File: config.mk
export PLATFORM = sky130hd
export DESIGN_NAME = rotating_queue_task_scheduler
export DESIGN_NICKNAME = d
export VERILOG_FILES = /design/src/rtl/rqts_pkg.sv /design/src/rtl/rqts_ram.sv /design/src/rtl/rotating_queue_task_scheduler.sv
export SDC_FILE = /design/constraint.sdc
export NUM_CORES = 2
export LEC_CHECK = 0
export BUFFER_PORTS_ARGS = -buffer_cell sky130_fd_sc_hd__buf_4
export CAP_MARGIN = 20
export CORE_ASPECT_RATIO = 0.7
export CORE_MARGIN = 10
export CORE_UTILIZATION = 35
export DETAILED_ROUTE_END_ITERATION = 6
export PLACE_DENSITY = 0.48
export SYNTH_ARGS = -nofsm -noshare
export SYNTH_HDL_FRONTEND = slang
export SYNTH_HIERARCHICAL = 1
export SYNTH_SLANG_ARGS = --single-unit
export TNS_END_PERCENT = 50
File: constraint.sdc
create_clock -name i_clk -period 11.2 [get_ports i_clk]
set_input_delay 2.24 -clock i_clk [delete_from_list [all_inputs] [get_ports i_clk]]
set_output_delay 2.24 -clock i_clk [all_outputs]
set_load 0.02 [all_outputs]
File: src/rtl/rqts_pkg.sv
// Shared types, constants and lookup tables for the rotating queue task scheduler.
`timescale 1ns / 1ps

package rqts_pkg;

    // Sizing of the scheduler.
    localparam int MAX_THREADS = 64;
    localparam int RING_SLOTS  = 9;

    // Field widths fixed by the interface.
    localparam int TID_W     = 6;
    localparam int CLS_W     = 2;
    localparam int OFF_W     = 8;
    localparam int LEN_W     = 7;
    localparam int SLICE_W   = 26;
    localparam int FREQ_W    = 32;
    localparam int PDATA_W   = 32;
    localparam int PADDR_W   = 3;

    // Derived sizes.
    localparam int QUEUE_COUNT = RING_SLOTS + 2;
    localparam int QW          = $clog2(QUEUE_COUNT);
    localparam int PTR_W       = $clog2(RING_SLOTS);
    localparam int LINK_AW     = $clog2(MAX_THREADS);
    localparam int OFF_COUNT   = 1 << OFF_W;
    localparam int TID_COUNT   = 1 << TID_W;

    localparam logic [QW-1:0]    RT_QUEUE   = QW'(RING_SLOTS);
    localparam logic [QW-1:0]    IDLE_QUEUE = QW'(RING_SLOTS + 1);
    localparam logic [LEN_W-1:0] LEN_MAX    = '1;

    // Reciprocal for the time slice: floor(x / 100) = (x * SLICE_MUL) >> SLICE_SHIFT
    // for every 32-bit x.
    localparam int               SLICE_SHIFT = 38;
    localparam logic [63:0]      SLICE_MUL64 = ((64'd1 << SLICE_SHIFT) + 64'd99) / 64'd100;
    localparam logic [FREQ_W-1:0] SLICE_MUL  = SLICE_MUL64[FREQ_W-1:0];

    // Command codes.
    localparam logic CMD_APPEND = 1'b0;
    localparam logic CMD_NEXT   = 1'b1;

    // Thread classes.
    localparam logic [CLS_W-1:0] CLS_IDLE = 2'd0;
    localparam logic [CLS_W-1:0] CLS_STD  = 2'd1;
    localparam logic [CLS_W-1:0] CLS_RT   = 2'd2;

    // Register indexes on the configuration port.
    localparam logic REG_TIMER_FREQ = 1'b0;
    localparam logic REG_IDLE_ID    = 1'b1;

    // Input and result transactions.
    typedef struct packed {
        logic             command;
        logic [TID_W-1:0] thread_id;
        logic [CLS_W-1:0] thread_class;
        logic [OFF_W-1:0] slot_offset;
    } t_in_item;

    typedef struct packed {
        logic               preempt;
        logic [TID_W-1:0]   next_thread;
        logic [SLICE_W-1:0] slice_ticks;
    } t_out_item;

    typedef logic [PTR_W-1:0]   t_off_tab  [OFF_COUNT];
    typedef logic [LINK_AW-1:0] t_link_tab [TID_COUNT];

    // Ring distance reduced modulo the ring size.
    function automatic t_off_tab build_off_tab();
        t_off_tab tab;
        for (int i = 0; i < OFF_COUNT; i++) begin
            tab[i] = PTR_W'(i % RING_SLOTS);
        end
        return tab;
    endfunction

    // Link memory entry of a thread id.
    function automatic t_link_tab build_link_tab();
        t_link_tab tab;
        for (int i = 0; i < TID_COUNT; i++) begin
            tab[i] = LINK_AW'(i % MAX_THREADS);
        end
        return tab;
    endfunction

    localparam t_off_tab  OFF_TAB  = build_off_tab();
    localparam t_link_tab LINK_TAB = build_link_tab();

endpackage

File: src/rtl/rqts_ram.sv
// Generic single-clock RAM with one write port and one registered read port.
`timescale 1ns / 1ps

module rqts_ram #(
    parameter int WIDTH = 8,
    parameter int DEPTH = 64,
    localparam int AW = (DEPTH > 1) ? $clog2(DEPTH) : 1
) (
    input  logic             i_clk,
    input  logic             i_we,
    input  logic [AW-1:0]    i_waddr,
    input  logic [WIDTH-1:0] i_wdata,
    input  logic [AW-1:0]    i_raddr,
    output logic [WIDTH-1:0] o_rdata
);

    logic [WIDTH-1:0] r_mem [DEPTH];
    logic [WIDTH-1:0] r_rdata;

    // Write port and registered read port.
    always_ff @(posedge i_clk) begin
        if (i_we) begin
            r_mem[i_waddr] <= i_wdata;
        end
        r_rdata <= r_mem[i_raddr];
    end

    assign o_rdata = r_rdata;

endmodule

File: src/rtl/rotating_queue_task_scheduler.sv
// Top level of the rotating queue task scheduler.
`timescale 1ns / 1ps

// The scheduler keeps thread ids in linked FIFO queues: a real-time queue, an
// idle queue and a ring of standard queues, with the successor links held in a
// link memory with one registered read port. It works on one transaction at a
// time. The result of a transaction enters the output register from the execute
// state once that register is free. A next whose chosen queue keeps further
// entries then passes through a link state, because its new head must be read
// back from the link memory. The next input transaction is taken once the block
// is idle again, even while the result still waits in the output register. A
// result that is stalled holds the block in its execute state until the output
// register frees. The time slice is held in a register of its own, loaded from
// the timer frequency register. No clearing pass runs after reset.
module rotating_queue_task_scheduler
    import rqts_pkg::*;
(
    input  logic               i_clk,
    input  logic               i_rst_n,
    // Input channel.
    input  logic               i_in_valid,
    output logic               o_in_stall,
    input  t_in_item           i_in_item,
    // Result channel.
    output logic               o_out_valid,
    input  logic               i_out_stall,
    output t_out_item          o_out_item,
    // Configuration port.
    input  logic               psel,
    input  logic               penable,
    input  logic               pwrite,
    input  logic [PADDR_W-1:0] paddr,
    input  logic [PDATA_W-1:0] pwdata,
    output logic [PDATA_W-1:0] prdata,
    output logic               pready
);

    typedef enum logic [1:0] {
        ST_IDLE,
        ST_EXEC,
        ST_LINK
    } t_state;

    t_state r_state;
    t_state n_state;

    // Configuration and derived slice.
    logic [FREQ_W-1:0]  r_freq;
    logic [TID_W-1:0]   r_idle_id;
    logic [SLICE_W-1:0] r_slice;
    logic [2*FREQ_W-1:0] slice_prod;

    // Queue state.
    logic [TID_W-1:0] r_heads [QUEUE_COUNT];
    logic [TID_W-1:0] r_tails [QUEUE_COUNT];
    logic [LEN_W-1:0] r_lens  [QUEUE_COUNT];
    logic [LEN_W-1:0] r_std_total;
    logic [PTR_W-1:0] r_ptr;
    logic [CLS_W-1:0] r_run_cls;

    // Current transaction and pop bookkeeping.
    t_in_item         r_item;
    logic [QW-1:0]    r_pop_q;

    // Output register.
    logic             r_out_valid;
    t_out_item        r_out_item;
    t_out_item        n_out_item;

    // Link memory ports.
    logic               link_we;
    logic [LINK_AW-1:0] link_waddr;
    logic [LINK_AW-1:0] link_raddr;
    logic [TID_W-1:0]   link_rdata;

    // Decode of the current transaction.
    logic               cfg_wr;
    logic               in_fire;
    logic               out_free;
    logic               exec_fire;
    logic               is_append;
    logic               is_std;
    logic [PTR_W:0]     slot_sum;
    logic [QW-1:0]      std_slot;
    logic [QW-1:0]      app_q;
    logic               app_room;
    logic               app_preempt;
    logic               scan_found;
    logic [QW-1:0]      scan_hit;
    logic               std_pick;
    logic               pick_any;
    logic [QW-1:0]      pick_q;
    logic [CLS_W-1:0]   pick_cls;
    logic               pick_timed;

    assign cfg_wr    = psel && penable && pwrite && pready;
    assign pready    = 1'b1;
    assign in_fire   = i_in_valid && !o_in_stall;
    assign out_free  = !r_out_valid || !i_out_stall;
    assign exec_fire = (r_state == ST_EXEC) && out_free;
    assign is_append = (r_item.command == CMD_APPEND);
    assign is_std    = (r_item.thread_class != CLS_RT) && (r_item.thread_class != CLS_IDLE);

    assign o_in_stall  = (r_state != ST_IDLE) || !i_rst_n;
    assign o_out_valid = r_out_valid;
    assign o_out_item  = r_out_item;

    // Register readback.
    always_comb begin
        unique case (paddr[2])
            REG_TIMER_FREQ: prdata = r_freq;
            REG_IDLE_ID:    prdata = PDATA_W'(r_idle_id);
            default:        prdata = '0;
        endcase
    end

    // Configuration registers.
    always_ff @(posedge i_clk) begin
        if (!i_rst_n) begin
            r_freq    <= '0;
            r_idle_id <= '0;
        end else if (cfg_wr) begin
            unique case (paddr[2])
                REG_TIMER_FREQ: r_freq    <= pwdata;
                REG_IDLE_ID:    r_idle_id <= pwdata[TID_W-1:0];
                default:        r_freq    <= r_freq;
            endcase
        end
    end

    // Time slice is the frequency divided by 100, by reciprocal multiplication.
    assign slice_prod = (2*FREQ_W)'(r_freq) * (2*FREQ_W)'(SLICE_MUL);

    always_ff @(posedge i_clk) begin
        r_slice <= slice_prod[SLICE_SHIFT +: SLICE_W];
    end

    // Standard ring slot of an append.
    always_comb begin
        slot_sum = {1'b0, r_ptr} + {1'b0, OFF_TAB[r_item.slot_offset]};
        if (slot_sum >= (PTR_W+1)'(RING_SLOTS)) begin
            slot_sum = slot_sum - (PTR_W+1)'(RING_SLOTS);
        end
        std_slot = QW'(slot_sum);
    end

    // Target queue, room check and preemption for an append.
    always_comb begin
        case (r_item.thread_class)
            CLS_RT:   app_q = RT_QUEUE;
            CLS_IDLE: app_q = IDLE_QUEUE;
            default:  app_q = std_slot;
        endcase
        app_room = (r_lens[app_q] != LEN_MAX) && (!is_std || (r_std_total != LEN_MAX));
        case (r_item.thread_class)
            CLS_RT:   app_preempt = app_room && (r_run_cls != CLS_RT);
            CLS_IDLE: app_preempt = 1'b0;
            default:  app_preempt = app_room && (r_run_cls == CLS_IDLE);
        endcase
    end

    // Scan the ring from the pointer for the first filled slot.
    always_comb begin
        logic [PTR_W:0] idx;
        scan_found = 1'b0;
        scan_hit   = '0;
        for (int n = 0; n < RING_SLOTS; n++) begin
            idx = {1'b0, r_ptr} + (PTR_W+1)'(n);
            if (idx >= (PTR_W+1)'(RING_SLOTS)) begin
                idx = idx - (PTR_W+1)'(RING_SLOTS);
            end
            if (!scan_found && (r_lens[QW'(idx)] != '0)) begin
                scan_found = 1'b1;
                scan_hit   = QW'(idx);
            end
        end
        std_pick = (r_std_total != '0) && scan_found;
    end

    // Selection for a next command.
    always_comb begin
        pick_any   = 1'b1;
        pick_q     = IDLE_QUEUE;
        pick_cls   = CLS_IDLE;
        pick_timed = 1'b1;
        if (r_lens[RT_QUEUE] != '0) begin
            pick_q     = RT_QUEUE;
            pick_cls   = CLS_RT;
            pick_timed = 1'b0;
        end else if (std_pick) begin
            pick_q   = scan_hit;
            pick_cls = CLS_STD;
        end else if (r_lens[IDLE_QUEUE] == '0) begin
            pick_any   = 1'b0;
            pick_timed = 1'b0;
        end
    end

    // Result of the current transaction.
    always_comb begin
        n_out_item = '0;
        if (is_append) begin
            n_out_item.preempt = app_preempt;
        end else begin
            n_out_item.next_thread = pick_any ? r_heads[pick_q] : r_idle_id;
            n_out_item.slice_ticks = pick_timed ? r_slice : '0;
        end
    end

    // Link memory: appends write the old tail's link, pops read the head's link.
    assign link_we    = exec_fire && is_append && app_room && (r_lens[app_q] != '0);
    assign link_waddr = LINK_TAB[r_tails[app_q]];
    assign link_raddr = LINK_TAB[r_heads[pick_q]];

    rqts_ram #(
        .WIDTH (TID_W),
        .DEPTH (MAX_THREADS)
    ) u_link_ram (
        .i_clk   (i_clk),
        .i_we    (link_we),
        .i_waddr (link_waddr),
        .i_wdata (r_item.thread_id),
        .i_raddr (link_raddr),
        .o_rdata (link_rdata)
    );

    // Next state.
    always_comb begin
        n_state = r_state;
        unique case (r_state)
            ST_IDLE: begin
                if (in_fire) begin
                    n_state = ST_EXEC;
                end
            end
            ST_EXEC: begin
                if (exec_fire) begin
                    if (!is_append && pick_any && (r_lens[pick_q] > LEN_W'(1))) begin
                        n_state = ST_LINK;
                    end else begin
                        n_state = ST_IDLE;
                    end
                end
            end
            ST_LINK: n_state = ST_IDLE;
            default: n_state = ST_IDLE;
        endcase
    end

    // State machine and registered outputs.
    always_ff @(posedge i_clk) begin
        if (!i_rst_n) begin
            r_state     <= ST_IDLE;
            r_out_valid <= 1'b0;
        end else begin
            r_state <= n_state;
            if (exec_fire) begin
                r_out_valid <= 1'b1;
            end else if (!i_out_stall) begin
                r_out_valid <= 1'b0;
            end
        end
        if (exec_fire) begin
            r_out_item <= n_out_item;
        end
        if (in_fire) begin
            r_item <= i_in_item;
        end
        if (exec_fire) begin
            r_pop_q <= pick_q;
        end
    end

    // Queue lengths, totals, ring pointer and running class.
    always_ff @(posedge i_clk) begin
        if (!i_rst_n) begin
            for (int q = 0; q < QUEUE_COUNT; q++) begin
                r_lens[q] <= '0;
            end
            r_std_total <= '0;
            r_ptr       <= '0;
            r_run_cls   <= CLS_IDLE;
        end else if (exec_fire) begin
            if (is_append) begin
                if (app_room) begin
                    r_lens[app_q] <= r_lens[app_q] + LEN_W'(1);
                    if (is_std) begin
                        r_std_total <= r_std_total + LEN_W'(1);
                    end
                end
            end else begin
                r_run_cls <= pick_cls;
                if (pick_any) begin
                    r_lens[pick_q] <= r_lens[pick_q] - LEN_W'(1);
                end
                // The ring only moves when a standard thread is the one picked.
                if (pick_cls == CLS_STD) begin
                    r_std_total <= r_std_total - LEN_W'(1);
                    r_ptr       <= PTR_W'(scan_hit);
                end
            end
        end
    end

    // Queue heads and tails.
    always_ff @(posedge i_clk) begin
        if (exec_fire && is_append && app_room) begin
            r_tails[app_q] <= r_item.thread_id;
            if (r_lens[app_q] == '0) begin
                r_heads[app_q] <= r_item.thread_id;
            end
        end
        if (r_state == ST_LINK) begin
            r_heads[r_pop_q] <= link_rdata;
        end
    end

endmodule

==> run metrics <==
final hold slack 0.460 ns; Crit path required time 11.54 ns; slowest stage delay, CP 0.78 ns; Synth area leaders edfxtp_1 (38%), fa_1 (15%), ha_1 (10%); Synth Register Bits 768; Routed WL 168 mm; RSZ-0062 raised after global routing false; leakage 24.5 nW; number of setup buffers added after CTS 0; Die Width 487 µm; multi-input logic area 0.0284 mm²; Final nets 5538; GR peak layer met1; fraction of layout cells with a size suffix above 1 12.4%; maxcap violations 0; Resize count post-CTS 0; Critical Path AT 10.37 ns; number of global-route vias before repair 36700; Overflow after GRT 0; most common cell in the netlist edfxtp_1; initial core utilization 35.4%; worst setup path end u_link_ram/r_mem[46][2]$_DFFE_PP_; crit-path max FO 14; clk_skew 0.0830 ns; CTS sink count 768; Power Total 7.06 mW; Max VDD drop 0.000128 V; period utilization 89.6%; sequential cell area 0.0221 mm²; worst r2r path cells 34; critical path launch point type flop; worst slew pin tran 1.18 ns; Post-CTS Hold Buffers 0; Avg Cell Area, Syn 11.9 µm²; P&R area growth vs syn 11.6%; pwr dens 118 mW/mm²; Max-slew headroom 21.6%; drt pass-1 iters 7; die area 0.169 mm²; yosys warns 6; drt drc 1; Final Max Tran Viols 0; initial antenna violation count 4; dpl hpwl 128 mm; total CTS buffers 80; routed vias/inst 5.49; Routed WL per cell 25.1 µm; Synth top cells by count edfxtp_1 (675), inv_1 (554), ha_1 (437); syn nets 5398; htree depth 3; CP startpoint r_item[1]$_DFFE_PP_; core footprint 0.151 mm²; root buf cell clkbuf_16; clock latency on the worst-skew pair 0.71 ns; num rows 119; sequential share of the synthesized area 41.4%; met1 usage in global routing 30.1%; final instance area 0.0597 mm²; DRT iter0 DRCs 3566; first-pass GRT wire length 250 mm; failing checks DRC; Placer Congestion 0.941; routing usage on met2 27.7%; GR Util met3 4.63%; CP Class reg2reg; fill cell count 14500; die height 347 µm; asr flop ratio synth 0%; FMAX 99.7 MHz; cell taking the most area after synthesis edfxtp_1; Placed Area 0.0571 mm²; clk slew on worst S/H paths 0.06 ns; Via Count 36900; largest net degree at the start of global routing 77; crit end category flop; PortBufs 123; top-area cell type share of the netlist area 37.9%; distinct cell type count after synthesis 113; minimum clock period 10.03 ns; setup violators final 0; Fin Setup TNS 0 ns; Hold WC Path Type reg2reg; slowest CP cell nor2_1; Fin. Hold Viols 0; Clock Path Buffers 3; GR Util All Layers 19.6%; final core utilization 39.5%; Routed Antenna Nets 0; CTS tree yes; number of flops mapped to enable cells by yosys 675; R2R Path End u_link_ram/r_mem[46][2]$_DFFE_PP_; status finished with violations; Ports 127; Synth Cell Area 0.0535 mm²; Cells after Synth 4511; reg-to-reg slack, setup 1.17 ns; reg2reg start r_item[1]$_DFFE_PP_; dominant synthesized flop cell edfxtp_1
==> layout by cell type (no fill, tap or decap), types with 14 or more instances in the layout <==
| cell type | count |
|---|---|
| nor2_1 | 338 |
| nor4_1 | 29 |
| nor3_1 | 82 |
| clkinv_2 | 19 |
| o22ai_1 | 55 |
| clkbuf_16 | 80 |
| inv_1 | 553 |
| o211ai_1 | 29 |
| a211oi_1 | 61 |
| dfxtp_1 | 92 |
| mux4_2 | 105 |
| o21ai_1 | 14 |
| nand3_1 | 81 |
| a222oi_1 | 23 |
| and3_1 | 18 |
| edfxtp_1 | 675 |
| a21o_1 | 25 |
| a221oi_1 | 21 |
| o221ai_1 | 36 |
| mux2i_1 | 128 |
| xnor2_1 | 47 |
| o21ai_0 | 102 |
| nand2b_1 | 33 |
| o21a_1 | 20 |
| buf_4 | 251 |
| ha_1 | 437 |
| a22oi_1 | 15 |
| and2_1 | 53 |
| a21oi_1 | 170 |
| xor2_1 | 14 |
| mux2_2 | 31 |
| fa_1 | 391 |
| a31oi_1 | 26 |
| nand2_1 | 294 |
| nand4_1 | 16 |
| nor2b_1 | 35 |
==> flip-flops by register name, summed over array words and instances (netlist names) <==
register and flops:
r_run_cls 2, r_state 2, r_ptr 4, r_heads 66
o_out_item 33, o_out_valid 1, r_std_total 7, u_link_ram/o_rdata 6
r_freq 32, r_idle_id 6, r_tails 66, u_link_ram/r_mem 384
r_pop_q 4, r_item 17, r_slice 26, r_lens 112
==> critical path, delay by kind of cell (launching register included) <==
family	cells	cell delay (ns)
adder cells (fa/ha/maj)	4	1.55
multiplexers	1	0.09
buffers and inverters	7	1.42
AND/OR/NAND/NOR	11	3.81
AO/OA/AOI/OAI	11	2.21
flip-flops	1	0.57
==> how the worst min path moves through the flow <==
stage                            start                      end  cells past startpoint
2_1_floorplan  r_state[1]$_SDFFE_PN0P_  r_state[0]$_SDFFE_PN0P_                      1
3_3_place_gp   r_freq[15]$_SDFFE_PN0P_  r_freq[15]$_SDFFE_PN0P_                      2
3_5_place_dp   r_freq[15]$_SDFFE_PN0P_  r_freq[15]$_SDFFE_PN0P_                      2
4_1_cts        r_freq[15]$_SDFFE_PN0P_  r_freq[15]$_SDFFE_PN0P_                      2
5_1_grt        r_freq[15]$_SDFFE_PN0P_  r_freq[15]$_SDFFE_PN0P_                      2
6_report       r_freq[15]$_SDFFE_PN0P_  r_freq[15]$_SDFFE_PN0P_                      2
==> per-stage QoR <==
step | setup slack, ns | std cells
after global placement | 1.15 | 6560
after global routing | 0.381 | 6709
after CTS | 1.06 | 6705
final | 1.17 | 6712
after detailed placement | 1.12 | 6561
after floorplan | 2.97 | 4511
==> cells by family after synthesis <==
| kind of cell | after synthesis | synth area share [%] |
|---|---|---|
| compound gates | 757 | 9.91 |
| fa+ha+maj | 828 | 24.8 |
| flops | 768 | 41.4 |
| other cells | 1 | 0.00701 |
| mux | 270 | 7.76 |
| simple gates | 1061 | 9.30 |
| xor+xnor | 62 | 1.03 |
| buf+inv | 764 | 5.79 |
==> where the power goes <==
group | leakage (nW) | internal [mW] | total, mW | switching, mW
Sequential | 6.94 | 3.16 | 3.20 | 0.0412
Combinational | 16.3 | 0.451 | 1.16 | 0.713
Clock | 1.26 | 1.46 | 2.69 | 1.24
==> per-layer routing <==
metal / vias up / routed length (µm)
met5: - / 147
met4: 6 / 3280
met3: 185 / 13900
met2: 1415 / 69800
met1: 18700 / 81400
li1: 16500 / -
==> area by class of cell <==
cell class / instances / share of cell area, %
Inverter: 565 / 3.56
Multi-Input combinational cell: 2979 / 47.5
Clock buffer: 93 / 3.43
Sequential cell: 768 / 37.1
Clock inverter: 51 / 0.916
Antenna cell: 3 / 0.0126
Tap cell: 1996 / 4.18
Timing Repair Buffer: 257 / 3.30
Note: power is estimated with default switching activity, not from simulation.
